## src/sv/urm_pkg.sv

```systemverilog
// ----------------------------------------------------------------------------
// urm_pkg
// Types, codes and decode functions shared by the UART register block.
// ----------------------------------------------------------------------------
`default_nettype none

package urm_pkg;

    localparam int IN_DATA_W  = 24;
    localparam int OUT_DATA_W = 32;
    localparam int CFG_ADDR_W = 2;
    localparam int CFG_DATA_W = 8;

    // configuration register indexes
    localparam logic [CFG_ADDR_W-1:0] CFG_FORCE_DCD = 2'd0;
    localparam logic [CFG_ADDR_W-1:0] CFG_INT_MASK  = 2'd1;
    localparam logic [CFG_ADDR_W-1:0] CFG_INT_ACK   = 2'd2;

    typedef enum logic [1:0] {
        PORT_DATA    = 2'd0,
        PORT_STATUS  = 2'd1,
        PORT_MODE    = 2'd2,
        PORT_COMMAND = 2'd3
    } port_t;

    localparam logic FUNC_BUS  = 1'b0;
    localparam logic FUNC_TICK = 1'b1;

    // status bit positions
    localparam int ST_TBE = 0;
    localparam int ST_RDA = 1;
    localparam int ST_ORE = 4;
    localparam int ST_FME = 5;
    localparam int ST_DCD = 6;
    localparam int ST_DSR = 7;

    localparam logic [7:0] STATUS_RESET = 8'hC1;

    // command and interrupt mask bit positions
    localparam int CMD_TX_EN = 0;
    localparam int CMD_RX_EN = 2;
    localparam int IE_RX     = 4;
    localparam int IE_TX     = 5;

    localparam logic [7:0] VEC_RX    = 8'hE7;
    localparam logic [7:0] VEC_TX    = 8'hEF;
    localparam logic [7:0] RDATA_IDLE = 8'hFF;

    typedef struct packed {
        logic       force_dcd;
        logic [7:0] int_enable_mask;
        logic       int_ack_enable;
    } cfg_t;

    typedef struct packed {
        logic       func;
        port_t      port;
        logic       is_write;
        logic [7:0] wdata;
        logic       rx_valid;
        logic [7:0] rx_char;
        logic       dsr_in;
        logic       dcd_in;
        logic       tx_done;
    } item_t;

    typedef struct packed {
        logic [7:0] rdata;
        logic       tx_valid;
        logic [7:0] tx_char;
        logic       irq;
        logic [7:0] irq_data;
        logic [2:0] baud_select;
        logic [1:0] stop_bits;
    } result_t;

    function automatic logic [2:0] baud_code(input logic [7:0] m2);
        logic [2:0] code;
        case (m2[3:0])
            4'h2:    code = 3'd0;
            4'h4:    code = 3'd1;
            4'h5:    code = 3'd2;
            4'h7:    code = 3'd3;
            4'hA:    code = 3'd4;
            4'hC:    code = 3'd5;
            default: code = 3'd6;
        endcase
        return code;
    endfunction

    function automatic logic [1:0] stop_code(input logic [7:0] m1);
        return (m1[7:6] == 2'b11) ? 2'd2 : 2'd1;
    endfunction

endpackage

`default_nettype wire

```

## src/sv/urm_core.sv

```systemverilog
// ----------------------------------------------------------------------------
// urm_core
// Register file of the UART: decodes one bus access or service tick, forms
// its result and updates the state when the beat advances.
// ----------------------------------------------------------------------------
`default_nettype none

module urm_core (
    input  wire logic    aclk,
    input  wire logic    aresetn,
    input  wire logic    advance,
    input  wire urm_pkg::item_t  item,
    input  wire urm_pkg::cfg_t   cfg,
    output urm_pkg::result_t res
);
    import urm_pkg::*;

    logic [7:0] status_reg,  status_next;
    logic [7:0] mode_one_reg, mode_one_next;
    logic [7:0] mode_two_reg, mode_two_next;
    logic [7:0] command_reg, command_next;
    logic [7:0] rx_byte_reg, rx_byte_next;
    logic [7:0] tx_byte_reg, tx_byte_next;
    logic       tx_pending_reg, tx_pending_next;
    logic       rd_ptr_reg, rd_ptr_next;
    logic       wr_ptr_reg, wr_ptr_next;

    logic       send;
    logic       rx_take;
    logic       irq_tx;
    logic       irq_rx;
    logic [7:0] rdata;

    always_comb begin
        status_next     = status_reg;
        mode_one_next   = mode_one_reg;
        mode_two_next   = mode_two_reg;
        command_next    = command_reg;
        rx_byte_next    = rx_byte_reg;
        tx_byte_next    = tx_byte_reg;
        tx_pending_next = tx_pending_reg;
        rd_ptr_next     = rd_ptr_reg;
        wr_ptr_next     = wr_ptr_reg;
        rdata           = RDATA_IDLE;
        send            = 1'b0;
        rx_take         = 1'b0;

        if (item.func == FUNC_BUS) begin
            case (item.port)
                PORT_DATA: begin
                    if (item.is_write) begin
                        tx_byte_next        = item.wdata;
                        tx_pending_next     = 1'b1;
                        status_next[ST_TBE] = 1'b0;
                    end else begin
                        rdata               = rx_byte_reg;
                        status_next[ST_RDA] = 1'b0;
                        status_next[ST_FME] = 1'b0;
                        status_next[ST_ORE] = 1'b0;
                    end
                end
                PORT_STATUS: begin
                    if (!item.is_write) begin
                        rdata = status_reg;
                    end
                end
                PORT_MODE: begin
                    if (item.is_write) begin
                        if (wr_ptr_reg) begin
                            mode_two_next = item.wdata;
                        end else begin
                            mode_one_next = item.wdata;
                        end
                        wr_ptr_next = ~wr_ptr_reg;
                    end else begin
                        rdata       = rd_ptr_reg ? mode_two_reg : mode_one_reg;
                        rd_ptr_next = ~rd_ptr_reg;
                    end
                end
                default: begin
                    if (item.is_write) begin
                        command_next = item.wdata;
                    end else begin
                        rdata = command_reg;
                    end
                end
            endcase
        end else begin
            status_next[ST_DSR] = item.dsr_in;
            status_next[ST_DCD] = item.dcd_in | cfg.force_dcd;

            send = tx_pending_reg & command_reg[CMD_TX_EN];
            if (send) begin
                tx_pending_next = 1'b0;
            end

            if (!tx_pending_next && !status_reg[ST_TBE] && item.tx_done) begin
                status_next[ST_TBE] = 1'b1;
            end

            rx_take = !status_reg[ST_RDA] & command_reg[CMD_RX_EN] & item.rx_valid;
            if (rx_take) begin
                rx_byte_next        = item.rx_char;
                status_next[ST_RDA] = 1'b1;
                status_next[ST_FME] = 1'b0;
                status_next[ST_ORE] = 1'b0;
            end
        end
    end

    assign irq_tx = send & cfg.int_enable_mask[IE_TX] & cfg.int_ack_enable;
    assign irq_rx = rx_take & cfg.int_enable_mask[IE_RX] & cfg.int_ack_enable;

    always_comb begin
        res.rdata       = rdata;
        res.tx_valid    = send;
        res.tx_char     = send ? tx_byte_reg : 8'h00;
        res.irq         = irq_tx | irq_rx;
        res.irq_data    = irq_rx ? VEC_RX : (irq_tx ? VEC_TX : 8'h00);
        res.baud_select = baud_code(mode_two_next);
        res.stop_bits   = stop_code(mode_one_next);
    end

    always_ff @(posedge aclk) begin
        if (!aresetn) begin
            status_reg     <= STATUS_RESET;
            mode_one_reg   <= '0;
            mode_two_reg   <= '0;
            command_reg    <= '0;
            rx_byte_reg    <= '0;
            tx_byte_reg    <= '0;
            tx_pending_reg <= 1'b0;
            rd_ptr_reg     <= 1'b0;
            wr_ptr_reg     <= 1'b0;
        end else if (advance) begin
            status_reg     <= status_next;
            mode_one_reg   <= mode_one_next;
            mode_two_reg   <= mode_two_next;
            command_reg    <= command_next;
            rx_byte_reg    <= rx_byte_next;
            tx_byte_reg    <= tx_byte_next;
            tx_pending_reg <= tx_pending_next;
            rd_ptr_reg     <= rd_ptr_next;
            wr_ptr_reg     <= wr_ptr_next;
        end
    end

endmodule

`default_nettype wire

```

## config.mk

```make
export PLATFORM = sky130hd
export DESIGN_NAME = urm_core
export DESIGN_NICKNAME = d
export VERILOG_FILES = /design/src/sv/urm_pkg.sv /design/src/sv/urm_core.sv
export SDC_FILE = /design/constraint.sdc
export NUM_CORES = 1
export LEC_CHECK = 0
export BUFFER_PORTS_ARGS = -buffer_cell sky130_fd_sc_hd__clkbuf_2
export CAP_MARGIN = 5
export CORE_ASPECT_RATIO = 1.75
export CORE_MARGIN = 8
export CORE_UTILIZATION = 47
export DETAILED_ROUTE_END_ITERATION = 10
export GPL_ROUTABILITY_DRIVEN = 0
export PLACE_DENSITY = 0.86
export SLEW_MARGIN = 10
export SYNTH_ARGS = -nofsm -noshare
export SYNTH_HDL_FRONTEND = slang
export SYNTH_SLANG_ARGS = --single-unit
```

## constraint.sdc

```tcl
create_clock -name aclk -period 2.1 [get_ports aclk]
set_clock_uncertainty 0.15 [all_clocks]
set_input_delay 0.315 -clock aclk [delete_from_list [all_inputs] [get_ports aclk]]
set_output_delay 0.315 -clock aclk [all_outputs]
set_load 0.05 [all_outputs]
```

==> metrics.md <==
| Metric | Value |
|---|---|
| Layout area overhead | 23.7% |
| CTS tree | yes |
| Power Dens Cells | 600 nW/um2 |
| Routed len/inst | 15.7 um |
| Die height | 112 um |
| Seq/Total Area, Yosys | 38.1% |
| Fin area | 3050 um2 |
| Crit path required time | 1.63 ns |
| Worst endpoint data arrival time | 1.57 ns |
| Maximum clock rate | 0.492 GHz |
| HPWL Detailed | 4.83 mm |
| First-pass GRT wire length | 10.2 mm |
| Drc violations | 0 |
| Final net count | 381 |
| RSZ-0062 raised after global routing | false |
| Number of global-route vias before repair | 2,262 |
| Clock root buffer | clkbuf_8 |
| Largest net degree at the start of global routing | 27 |
| Syn Inst Count | 287 |
| Total core area | 5170 um2 |
| Synthesized area | 2470 um2 |
| Number of flops mapped to enable cells by yosys | 0 |
| Syn Area/Cell | 8.60 um2 |
| Sequential Area | 941 um2 |
| Chip Width | 70.8 um |
| Period minus WS final | 2.03 ns |
| Syn Nets | 324 |
| Slew @ Worst Pin | 0.616 ns |
| Final Max Tran Viols | 0 |
| CTS Buffer Depth | 2 |
| Vias per cell | 5.48 |
| # setup viols final | 0 |
| Starting Density | 47.7% |
| Drt pass-1 iters | 4 |
| Worst-path clk slew | 0.09 ns |
| Num CTS Buffers | 5 |
| Clk Latency, worst-skew pair | 0.31 ns |
| Post-route ant nets | 0 |
| Overall routing resource usage | 15.8% |
| Worst slew margin | 58.7% |
| Top Ports | 68 |
| Fin cells | 400 |
| CP Max Fanout | 10 |
| H-tree levels | 2 |
| Std-Cell Rows | 35 |
| WS Path Type | flip-flop to output port |
| DP Area | 2900 um2 |
| Most common library cell in the layout ignoring fill and taps | nand2_1 |
| Critical path startpoint category | flip-flop |
| Synth cell types | 37 |
| Ys flop type | dfxtp_1 |
| # clock sinks | 47 |
| Multi-input combinational cell area | 1410 um2 |
| Min Hold Slack | 0.0766 ns |
| Count of buffers from port buffering | 60 |
| # hold bufs at CTS | 0 |
| Dpl cells | 392 |
| Tcrit/Tclk final | 96.8% |
| Leakage power | 1.40 nW |
| Initial antenna violation count | 0 |
| 1st-iter DRT viols | 118 |
| Synth async-reset ratio | 0% |
| Setup TNS Final | 0 ns |
| Routed WL | 6.26 mm |
| Yosys reg bits | 47 |
| Critical path endpoint category | output port |
| Die ar. | 7920 um2 |
| Synth warn | 0 |
| Layout cells sized above 1 | 28.7% |
| Max Cap Viol | 0 |
| Final Hold Fails | 0 |
| # diodes | 0 |
| Gr ovfl total | 0 |
| Filler cells | 455 |
| Via Count | 2,191 |
| VDD IR max | 0.000451 V |
| Most frequent cells in the layout | 71 x nand2_1, 53 x mux2i_1, 47 x dfxtp_1 |
| R2r setup slk | 0.63 ns |
| Hold WC Path Type | input pin to flip-flop |
| Outcome | finished clean |
-- area by class of cell --
| type | instances | share of cell area (%) |
|---|---|---|
| inverter | 3 | 0.369 |
| clock inverter | 2 | 1.15 |
| timing repair buffer | 77 | 16.5 |
| sequential | 47 | 30.8 |
| multi-input combinational | 210 | 46.2 |
| tap | 55 | 2.26 |
| clock buffer | 6 | 2.71 |
-- where the power goes --
part,total [mW],internal [mW],switching (mW)
sequential,0.905,0.900,0.00538
combinational,0.228,0.0875,0.140
clock,0.697,0.385,0.312
-- critical path, cell delays in order (launching register included) --
cell     delay, ns
dfxtp_1       0.31
buf_4         0.18
mux2i_1       0.13
a211o_1       0.31
nand3_2       0.07
buf_2         0.26
-- stage by stage --
stage	utilization (%)	power [mW]	setup WS, ns
2_1_floorplan	-	1.07	-0.187
3_3_place_gp	56.1	1.14	0.0429
3_5_place_dp	56.1	1.15	0.0536
4_1_cts	58.4	1.83	0.000718
5_1_grt	59.1	1.89	0.00252
6_report	59.1	1.83	0.0673
-- routing by layer --
layer / vias up / track usage [%] / share of wire (%)
met5: - / 0 / 0
met3: 9 / 4.59 / 6.5
li1: 1075 / - / -
met2: 67 / 28.8 / 54
met1: 1040 / 15.0 / 37
met4: 0 / 9.23 / 2.6
-- cell usage after synthesis (2+ instances only) --
cell	n	area (um2)
a21oi_1	4	20.0
and4_1	2	17.5
mux2_2	6	67.6
mux2i_1	54	541
buf_4	8	60.1
buf_2	2	10.0
inv_1	3	11.3
nor2_1	15	56.3
a211o_1	8	70.1
o21ai_0	4	20.0
dfxtp_1	47	941
nand3_1	10	50.1
nand2_1	71	267
and3_1	2	12.5
xnor2_1	2	17.5
clkbuf_1	16	60.1
nor2b_1	5	31.3
and2_1	9	56.3
-- path summary, 6_finish.rpt --
check | start | to | depth (start not counted)
setup / recovery | rd_ptr_reg | res[23] | 5
hold / removal | item[4] | rx_byte_reg[1] | 3
setup reg to reg | status_reg[1] | rx_byte_reg[6] | 3
hold reg to reg | tx_byte_reg[4] | tx_byte_reg[4] | 2
-- logic make-up (layout without fill, tap and decap cells) --
group                     count (synthesis)  after routing  share of synthesized area (%)
AOI/OAI and AO/OA                        21             21                           6.19
xor gates and xnor gates                  2              2                          0.710
muxes                                    60             60                           24.6
DFF                                      47             47                           38.1
other                                     1              1                          0.152
and+or+nand+nor                         126            126                           24.0
buffers and inverters                    30             88                           6.19
-- timing repair --
action                                  4_1_cts  5_1_grt
endpoints found under the setup margin        0       17
setup buffers                                 0        0
resized for setup                             0       31
No activity file was read; power rests on OpenSTA's default activity.
